### config.mk
export PLATFORM = sky130hd
export DESIGN_NAME = annexb_nal_unit_splitter
export DESIGN_NICKNAME = d
export VERILOG_FILES = /design/src/hdl/anbsplit_pkg.sv /design/src/hdl/anbsplit_front.sv /design/src/hdl/anbsplit_queue.sv /design/src/hdl/anbsplit_back.sv /design/src/hdl/annexb_nal_unit_splitter.sv
export SDC_FILE = /design/constraint.sdc
export NUM_CORES = 1
export LEC_CHECK = 0
export ABC_AREA = 1
export BUFFER_PORTS_ARGS = -buffer_cell sky130_fd_sc_hd__buf_2
export CORE_UTILIZATION = 35
export CTS_BUF_LIST = sky130_fd_sc_hd__clkbuf_16
export CTS_CLUSTER_SIZE = 30
export DETAILED_ROUTE_END_ITERATION = 12
export SYNTH_ARGS = -nofsm -noshare
export SYNTH_HDL_FRONTEND = slang
export SYNTH_HIERARCHICAL = 1
export SYNTH_SLANG_ARGS = --single-unit
### constraint.sdc
create_clock -name aclk -period 15.75 [get_ports aclk]
set_input_delay 0.7875 -clock aclk [delete_from_list [all_inputs] [get_ports aclk]]
set_output_delay 0.7875 -clock aclk [all_outputs]
set_load 0.05 [all_outputs]
### src/hdl/anbsplit_pkg.sv
// shared types and constants for the annex b nal unit splitter
package anbsplit_pkg;

    localparam int POS_BITS    = 32;
    localparam int QUEUE_DEPTH = 4;
    localparam int QPTR_BITS   = $clog2(QUEUE_DEPTH);
    localparam int QCNT_BITS   = $clog2(QUEUE_DEPTH + 1);

    localparam logic [7:0] BYTE_ZERO = 8'h00;
    localparam logic [7:0] BYTE_ONE  = 8'h01;

    localparam logic CODEC_H264 = 1'b0;
    localparam logic CODEC_H265 = 1'b1;

    // one finished unit as the parser sees it, before type decoding
    typedef struct packed {
        logic [POS_BITS-1:0] start;
        logic [POS_BITS-1:0] length;
        logic                long_prefix;
        logic [7:0]          header;
        logic                last;
    } desc_t;

endpackage

### src/hdl/anbsplit_front.sv
// start code parser: accepts bytes and produces unit descriptors
module anbsplit_front (
    input  logic                aclk,
    input  logic                aresetn,
    input  logic                s_tvalid,
    output logic                s_tready,
    input  logic [7:0]          s_data,
    input  logic                s_last,
    input  logic                q_full,
    output logic                q_push,
    output anbsplit_pkg::desc_t q_desc
);
    import anbsplit_pkg::*;

    localparam logic [POS_BITS-1:0] POS_MAX = '1;

    logic [POS_BITS-1:0] pos_reg, pos_next;
    logic [1:0]          zr_reg, zr_next;
    logic                open_reg, open_next;
    logic [POS_BITS-1:0] start_reg, start_next;
    logic                long_reg, long_next;
    logic [7:0]          hdr_reg, hdr_next;
    logic                want_reg, want_next;
    logic                pend_reg, pend_next;
    desc_t               pend_desc_reg, pend_desc_next;

    logic                accept;
    logic [7:0]          hdr_cur;
    logic                start_code;
    logic                lng;
    logic [POS_BITS-1:0] back_amt;
    logic [POS_BITS-1:0] pstart;
    logic [POS_BITS-1:0] a_len;
    logic [POS_BITS-1:0] diff;
    logic [POS_BITS-1:0] b_len;
    logic                a_valid, b_valid;
    desc_t               a_desc, b_desc;

    assign s_tready = !pend_reg && !q_full;
    assign accept   = s_tvalid && s_tready;

    always_comb begin
        hdr_cur    = (open_reg && want_reg) ? s_data : hdr_reg;
        start_code = (s_data == BYTE_ONE) && (zr_reg >= 2'd2);
        lng        = (zr_reg == 2'd3);
        back_amt   = lng ? POS_BITS'(3) : POS_BITS'(2);
        pstart     = (pos_reg >= back_amt) ? pos_reg - back_amt : '0;
        a_len      = (pstart >= start_reg) ? pstart - start_reg : '0;
        diff       = (pos_reg >= start_reg) ? pos_reg - start_reg : '0;

        pos_next   = pos_reg;
        zr_next    = zr_reg;
        open_next  = open_reg;
        start_next = start_reg;
        long_next  = long_reg;
        hdr_next   = hdr_cur;
        want_next  = want_reg && !open_reg;

        if (start_code) begin
            open_next  = 1'b1;
            start_next = pstart;
            long_next  = lng;
            hdr_next   = BYTE_ZERO;
            want_next  = 1'b1;
            zr_next    = 2'd0;
        end else if (s_data == BYTE_ZERO) begin
            zr_next = (zr_reg == 2'd3) ? 2'd3 : zr_reg + 2'd1;
        end else begin
            zr_next = 2'd0;
        end

        // closing length at the final byte of a buffer
        if (start_code) begin
            b_len = (pos_reg >= back_amt) ? back_amt + POS_BITS'(1) : pos_reg + POS_BITS'(1);
        end else begin
            b_len = (diff == POS_MAX) ? POS_MAX : diff + POS_BITS'(1);
        end

        a_valid = start_code && open_reg;
        b_valid = s_last && open_next;

        a_desc.start       = start_reg;
        a_desc.length      = a_len;
        a_desc.long_prefix = long_reg;
        a_desc.header      = hdr_cur;
        a_desc.last        = !b_valid;

        b_desc.start       = start_next;
        b_desc.length      = b_len;
        b_desc.long_prefix = long_next;
        b_desc.header      = hdr_next;
        b_desc.last        = 1'b1;

        if (s_last) begin
            pos_next  = '0;
            zr_next   = 2'd0;
            open_next = 1'b0;
            want_next = 1'b0;
        end else begin
            pos_next = (pos_reg == POS_MAX) ? POS_MAX : pos_reg + POS_BITS'(1);
        end

        pend_next      = pend_reg;
        pend_desc_next = pend_desc_reg;
        q_push         = 1'b0;
        q_desc         = a_valid ? a_desc : b_desc;
        if (pend_reg) begin
            q_desc = pend_desc_reg;
            if (!q_full) begin
                q_push    = 1'b1;
                pend_next = 1'b0;
            end
        end else if (accept) begin
            q_push = a_valid || b_valid;
            if (a_valid && b_valid) begin
                pend_next      = 1'b1;
                pend_desc_next = b_desc;
            end
        end
    end

    always_ff @(posedge aclk) begin
        if (!aresetn) begin
            pos_reg   <= '0;
            zr_reg    <= 2'd0;
            open_reg  <= 1'b0;
            start_reg <= '0;
            long_reg  <= 1'b0;
            hdr_reg   <= BYTE_ZERO;
            want_reg  <= 1'b0;
            pend_reg  <= 1'b0;
        end else begin
            pend_reg <= pend_next;
            if (accept) begin
                pos_reg   <= pos_next;
                zr_reg    <= zr_next;
                open_reg  <= open_next;
                start_reg <= start_next;
                long_reg  <= long_next;
                hdr_reg   <= hdr_next;
                want_reg  <= want_next;
            end
        end
    end

    always_ff @(posedge aclk) begin
        pend_desc_reg <= pend_desc_next;
    end

    // second descriptor of a byte is always the closing one
    assert property (@(posedge aclk) disable iff (!aresetn)
        pend_reg |-> pend_desc_reg.last)
        else $error("pending descriptor not marked last");

    assert property (@(posedge aclk) disable iff (!aresetn)
        (accept && a_valid && b_valid) |=> pend_reg)
        else $error("second descriptor dropped");

    assert property (@(posedge aclk) disable iff (!aresetn)
        (accept && s_last) |=> (pos_reg == '0 && !open_reg))
        else $error("buffer end did not restart position");

endmodule

### src/hdl/anbsplit_queue.sv
// short descriptor queue between parser and output stage
module anbsplit_queue (
    input  logic                aclk,
    input  logic                aresetn,
    input  logic                push,
    input  anbsplit_pkg::desc_t push_desc,
    output logic                full,
    input  logic                pop,
    output logic                not_empty,
    output anbsplit_pkg::desc_t head_desc
);
    import anbsplit_pkg::*;

    desc_t                 slot_reg [QUEUE_DEPTH];
    logic [QPTR_BITS-1:0]  wr_ptr_reg, wr_ptr_next;
    logic [QPTR_BITS-1:0]  rd_ptr_reg, rd_ptr_next;
    logic [QCNT_BITS-1:0]  count_reg, count_next;

    assign full      = (count_reg == QCNT_BITS'(QUEUE_DEPTH));
    assign not_empty = (count_reg != '0);
    assign head_desc = slot_reg[rd_ptr_reg];

    always_comb begin
        wr_ptr_next = push ? wr_ptr_reg + QPTR_BITS'(1) : wr_ptr_reg;
        rd_ptr_next = pop ? rd_ptr_reg + QPTR_BITS'(1) : rd_ptr_reg;
        count_next  = count_reg;
        if (push && !pop) begin
            count_next = count_reg + QCNT_BITS'(1);
        end else if (pop && !push) begin
            count_next = count_reg - QCNT_BITS'(1);
        end
    end

    always_ff @(posedge aclk) begin
        if (!aresetn) begin
            wr_ptr_reg <= '0;
            rd_ptr_reg <= '0;
            count_reg  <= '0;
        end else begin
            wr_ptr_reg <= wr_ptr_next;
            rd_ptr_reg <= rd_ptr_next;
            count_reg  <= count_next;
        end
    end

    always_ff @(posedge aclk) begin
        if (push) begin
            slot_reg[wr_ptr_reg] <= push_desc;
        end
    end

    assert property (@(posedge aclk) disable iff (!aresetn)
        push |-> !full)
        else $error("push into full queue");

    assert property (@(posedge aclk) disable iff (!aresetn)
        pop |-> not_empty)
        else $error("pop from empty queue");

    assert property (@(posedge aclk) disable iff (!aresetn)
        count_reg <= QCNT_BITS'(QUEUE_DEPTH))
        else $error("queue count out of range");

endmodule

### src/hdl/anbsplit_back.sv
// type decoding and output register for finished units
module anbsplit_back (
    input  logic                aclk,
    input  logic                aresetn,
    input  logic                cfg_wr_en,
    input  logic                cfg_wr_data,
    input  logic                q_not_empty,
    input  anbsplit_pkg::desc_t q_head,
    output logic                q_pop,
    output logic                m_tvalid,
    input  logic                m_tready,
    output logic [71:0]         m_tdata,
    output logic                m_tlast
);
    import anbsplit_pkg::*;

    logic        codec_reg;
    logic        valid_reg, valid_next;
    logic [71:0] data_reg, data_next;
    logic        last_reg, last_next;

    logic [POS_BITS-1:0] plen;
    logic [5:0]          utype;
    logic                ok;
    logic [5:0]          t265;
    logic [5:0]          t264;

    always_comb begin
        plen  = q_head.long_prefix ? POS_BITS'(4) : POS_BITS'(3);
        t265  = q_head.header[6:1];
        t264  = {1'b0, q_head.header[4:0]};
        utype = 6'd0;
        ok    = 1'b0;
        if (q_head.length > plen) begin
            if (codec_reg == CODEC_H265) begin
                utype = t265;
                ok    = (t265 != 6'd35) && (t265 <= 6'd39);
            end else begin
                utype = t264;
                ok    = (t264 != 6'd0) && (t264 != 6'd6) && (t264 != 6'd9) && (t264 <= 6'd21);
            end
            if (q_head.length <= plen + POS_BITS'(1)) begin
                ok = 1'b0;
            end
        end

        q_pop      = q_not_empty && (!valid_reg || m_tready);
        valid_next = valid_reg && !m_tready;
        data_next  = data_reg;
        last_next  = last_reg;
        if (q_pop) begin
            valid_next = 1'b1;
            data_next  = {ok, utype, q_head.long_prefix, q_head.length, q_head.start};
            last_next  = q_head.last;
        end
    end

    always_ff @(posedge aclk) begin
        if (!aresetn) begin
            codec_reg <= CODEC_H264;
            valid_reg <= 1'b0;
        end else begin
            valid_reg <= valid_next;
            if (cfg_wr_en) begin
                codec_reg <= cfg_wr_data;
            end
        end
    end

    always_ff @(posedge aclk) begin
        data_reg <= data_next;
        last_reg <= last_next;
    end

    assign m_tvalid = valid_reg;
    assign m_tdata  = data_reg;
    assign m_tlast  = last_reg;

    assert property (@(posedge aclk) disable iff (!aresetn)
        (m_tvalid && m_tdata[71]) |-> (m_tdata[63:32] > 32'd4))
        else $error("supported unit too short");

    assert property (@(posedge aclk) disable iff (!aresetn)
        (m_tvalid && m_tdata[63:32] <= 32'd3) |-> (m_tdata[70:65] == 6'd0))
        else $error("type set on unit without header");

    assert property (@(posedge aclk) disable iff (!aresetn)
        q_pop |=> m_tvalid)
        else $error("popped descriptor not presented");

endmodule

### src/hdl/annexb_nal_unit_splitter.sv
// top level of the annex b nal unit splitter
//
// input channel s_*: one stream byte per transfer, s_tlast on the final
// byte of a buffer. the byte after s_tlast is offset 0 of a new buffer.
// result channel m_*: one descriptor per nal unit, sent when the unit ends
// at the next start code or at the buffer's final byte; m_tlast marks the
// final descriptor caused by one input byte.
// cfg_wr_en / cfg_wr_data set the codec: 0 for h.264 type rules, 1 for h.265.
// throughput: one byte per cycle while the queue has room; a byte that closes two units (start code
// on the final byte) holds s_tready low until its second descriptor is queued.
// a descriptor goes from the byte that closes it to m_* through a queue write,
// then a decode into the output register.
// a four-entry descriptor queue lets the parser keep taking bytes while
// the receiver stalls; s_tready also drops when that queue is full.
// reset (aresetn low, synchronous) clears position, parser state, queue,
// output valid and selects h.264.
module annexb_nal_unit_splitter (
    input  logic        aclk,
    input  logic        aresetn,
    input  logic        cfg_wr_en,
    input  logic        cfg_wr_data,
    input  logic        s_tvalid,
    output logic        s_tready,
    input  logic [7:0]  s_tdata,   // data_byte
    input  logic        s_tlast,
    output logic        m_tvalid,
    input  logic        m_tready,
    output logic [71:0] m_tdata,   // unit_start, unit_length, long_prefix, unit_type, supported
    output logic        m_tlast
);
    import anbsplit_pkg::*;

    logic  q_push;
    desc_t q_push_desc;
    logic  q_full;
    logic  q_pop;
    logic  q_not_empty;
    desc_t q_head;

    anbsplit_front u_front (
        .aclk     (aclk),
        .aresetn  (aresetn),
        .s_tvalid (s_tvalid),
        .s_tready (s_tready),
        .s_data   (s_tdata),
        .s_last   (s_tlast),
        .q_full   (q_full),
        .q_push   (q_push),
        .q_desc   (q_push_desc)
    );

    anbsplit_queue u_queue (
        .aclk      (aclk),
        .aresetn   (aresetn),
        .push      (q_push),
        .push_desc (q_push_desc),
        .full      (q_full),
        .pop       (q_pop),
        .not_empty (q_not_empty),
        .head_desc (q_head)
    );

    anbsplit_back u_back (
        .aclk        (aclk),
        .aresetn     (aresetn),
        .cfg_wr_en   (cfg_wr_en),
        .cfg_wr_data (cfg_wr_data),
        .q_not_empty (q_not_empty),
        .q_head      (q_head),
        .q_pop       (q_pop),
        .m_tvalid    (m_tvalid),
        .m_tready    (m_tready),
        .m_tdata     (m_tdata),
        .m_tlast     (m_tlast)
    );

endmodule
==> summary by stage <==
STA
The time the worst path needs with I/O delays and setup is around 6.3 ns. The final count of pins violating max slew is 0. The worst path meets setup with 9.45 ns of slack.

The worst slew slack as a fraction of its limit is a little under a third. The number of failing setup endpoints in the final timing report is 0. The final clock skew is between 0.02 and 0.03 ns. Setup repair after global routing left no endpoint under its margin.

For the pin with the worst max-slew slack, the measured transition is roughly 1.0 ns. The final clock period utilization by the worst path is 40.0%. After routing, the total negative slack on setup checks comes to 0 ns.

Timing would allow up to 159 MHz. The number of endpoints with negative hold slack in the final report is 0.

Drt
After detailed routing, the number of remaining DRC violations is 0. The number of detailed-routing iterations run before antenna repair is 7. The number of DRC violations after detailed-routing iteration 0 is about 1,900. Wires add up to just over 80,000 um. The number of vias after detailed routing is between 20,000 and 25,000. The number of nets still failing antenna checks after routing is 0. The wire length per cell after detailed routing is 18.5 um. In the routed layout, each cell is associated on average with a via count of slightly above 5.

Layout
Compared with the post-synthesis result, the final layout area differs by 11.0%. After the last flow step, the layout net total stands at around 3,400. The fraction of layout instances using a drive strength above 1 is approximately 9%.

Counting the fill cells in the layout gives a little over 8,000. The flip-flop count of the largest register, all copies and words added is 292. The number of non-filler instances in the completed layout is between 4,000 and 5,000.

Setup path
The number of cells on the worst reg-to-reg path is 30. The largest stage delay on the critical path is approximately 0.78 ns. In this run the critical register-to-register path is launched from u_front/zr_reg[0]. The largest fanout of any net on the critical path is 22. The most critical setup path has its endpoint at u_queue/slot_reg[3][18]. In this run the register-to-register setup slack is 9.45 ns. The critical path required time is around 16 ns. The endpoint arrival time on the critical path is between 6 and 7 ns. The critical path in this run is classified as flop to flop. The reg-to-reg critical path endpoint is u_queue/slot_reg[3][18]. In this run the worst setup path begins at u_front/zr_reg[0]. The critical-path cell with the highest stage delay is nand2_1. STA classifies the critical path startpoint as a flop.

STA classifies the critical path endpoint as a flop.

GRT
The number of global-route vias before repair came to 20,700. Global routing used between 10% and 20% of the available tracks across all layers. The maximum number of pins on one net before global-route repair is 96. The wire length of the first global-routing pass is ~120,000 um.

For this run the aggregate overflow at the end of global routing stands at 0. The number of antenna violations at the first check in global routing was 5.

Place
Before CTS, the worst setup slack after placement is 9.50 ns. The detailed placement HPWL is ~59,000 um. In this run the tool buffered the top-level ports with 89 buffer cells.

The placed instance count is ~4,300. At the end of routability-driven placement, the weighted congestion stood at 1.01.

Clock network
Post-CTS repair changed the size of 0 cells. The number of levels in the clock H-tree is 2. The clock transition at the registers of the reported paths is 0.07 ns. The clock sink count is about 530. TritonCTS built the clock tree. In this run the clock root is driven by a clkbuf_16. The count of buffers added by post-CTS timing repair for setup is 0.

The total of hold buffers inserted after clock tree synthesis is 0. The clock latency on the worst-skew pair is between 0.6 and 0.7 ns. Counting the buffers created by CTS gives 54. No sink is reached through more buffers than the 3 on the longest clock path.

Synthesis
Counting every instance in the synthesized netlist gives approximately 3,300. For this run, the number of Yosys warnings is 6. The number of nets handed over by synthesis was around 3,400. The average cell area after synthesis is roughly 8.7 sq um. After synthesis the cells add up to 28,400 sq um.

Run status
The run finished with clean final reports.

Die
During I/O placement, the number of pins put on the boundary was 90. The floorplan has 104 rows. Measured along the y axis, the die boundary spans about 290 um. For this configuration, the core starts out at a cell density of a little over a third. The region available for standard cell placement spans around 80,000 sq um. The floorplan step set the die width to 287 um. The die covers 82,200 sq um.

Run
The tool flagged a number of max-cap violations equal to 0.

Min path
The worst hold path class is input port to flop.

Power and ir drop
For this design the ratio of total power to cell area is 153 nW/um^2. The maximum ir drop on the vdd rail is slightly above 0.1 mV. The leakage power total is ~13 nW.
-- through the flow --
| stage | utilization, % | hold WS [ns] | power [mW] | area [sq um] |
|---|---|---|---|---|
| 2_1_floorplan | - | 0.412 | 3.06 | 28400 |
| 3_3_place_gp | 36.9 | 0.422 | 3.53 | 29600 |
| 3_5_place_dp | 36.9 | 0.431 | 3.54 | 29600 |
| 4_1_cts | 39.1 | 0.327 | 4.85 | 31500 |
| 5_1_grt | 39.1 | 0.349 | 5.06 | 31500 |
| 6_report | 39.2 | 0.355 | 4.81 | 31500 |
-- power breakdown --
part / internal [mW] / switching (mW) / leakage, nW
registers: 1.71 / 0.0595 / 4.94
logic: 0.414 / 1.32 / 7.34
clock network: 0.761 / 0.547 / 0.941
-- cells in the final DEF (no fill, tap or decap), types with 6 or more instances in the layout --
master / instances
a211oi_1: 11
a21o_1: 6
a21oi_1: 171
a22o_1: 7
a31oi_1: 9
buf_2: 89
buf_4: 22
bufinv_16: 8
clkbuf_16: 54
clkinv_2: 21
dfxtp_1: 85
edfxtp_1: 437
ha_1: 78
inv_1: 386
inv_2: 17
nand2_1: 663
nand3_1: 97
nand3_2: 16
nand3_4: 7
nand3b_1: 6
nand4_1: 27
nor2_1: 464
nor2_2: 19
nor2_4: 8
nor3_1: 35
nor4_1: 12
o21ai_0: 295
o21ai_1: 61
o22a_1: 8
o22ai_1: 74
xnor2_1: 19
xor2_1: 68
-- worst min path at each step --
stage | start | to | slack, ns | depth (start not counted)
after floorplan | u_queue/rd_ptr_reg[1] | flop | 0.41 | 1
after global placement | u_queue/rd_ptr_reg[1] | flop | 0.42 | 1
after detailed placement | u_queue/rd_ptr_reg[1] | flop | 0.43 | 1
after CTS | cfg_wr_en | u_back/codec_reg | 0.33 | 2
after global routing | cfg_wr_en | u_back/codec_reg | 0.35 | 2
final | cfg_wr_en | u_back/codec_reg | 0.35 | 2
-- worst max-delay path, delay by kind of cell, from the launching register on --
| family | cells | cell delay [ns] |
|---|---|---|
| buffers and inverters | 8 | 1.02 |
| AND/OR/NAND/NOR | 13 | 2.50 |
| flip-flops | 1 | 0.37 |
| AO/OA/AOI/OAI | 6 | 1.51 |
| adder cells (fa/ha/maj) | 3 | 0.59 |
-- cell type report --
cell class	instances	area, sq um	share of cell area [%]
flip-flops and latches	525	14900	47.3
multi-input cells	2215	11300	35.9
inverters	400	1510	4.80
clock buffers	54	1350	4.29
well taps	1060	1330	4.21
repair buffers	111	611	1.94
clock inverters	47	479	1.52
diodes	3	7.51	0.0238
-- per-layer routing --
layer	track usage, %	routed length (um)	vias to the layer above	part of all wire, %
met5	0	52	-	0.064
met4	6.80	2500	8	3.1
met3	2.86	4310	120	5.3
met2	32.4	38600	576	47
met1	25.9	36100	10500	44
li1	-	-	11100	-
Note: power is estimated with default switching activity, not from simulation.
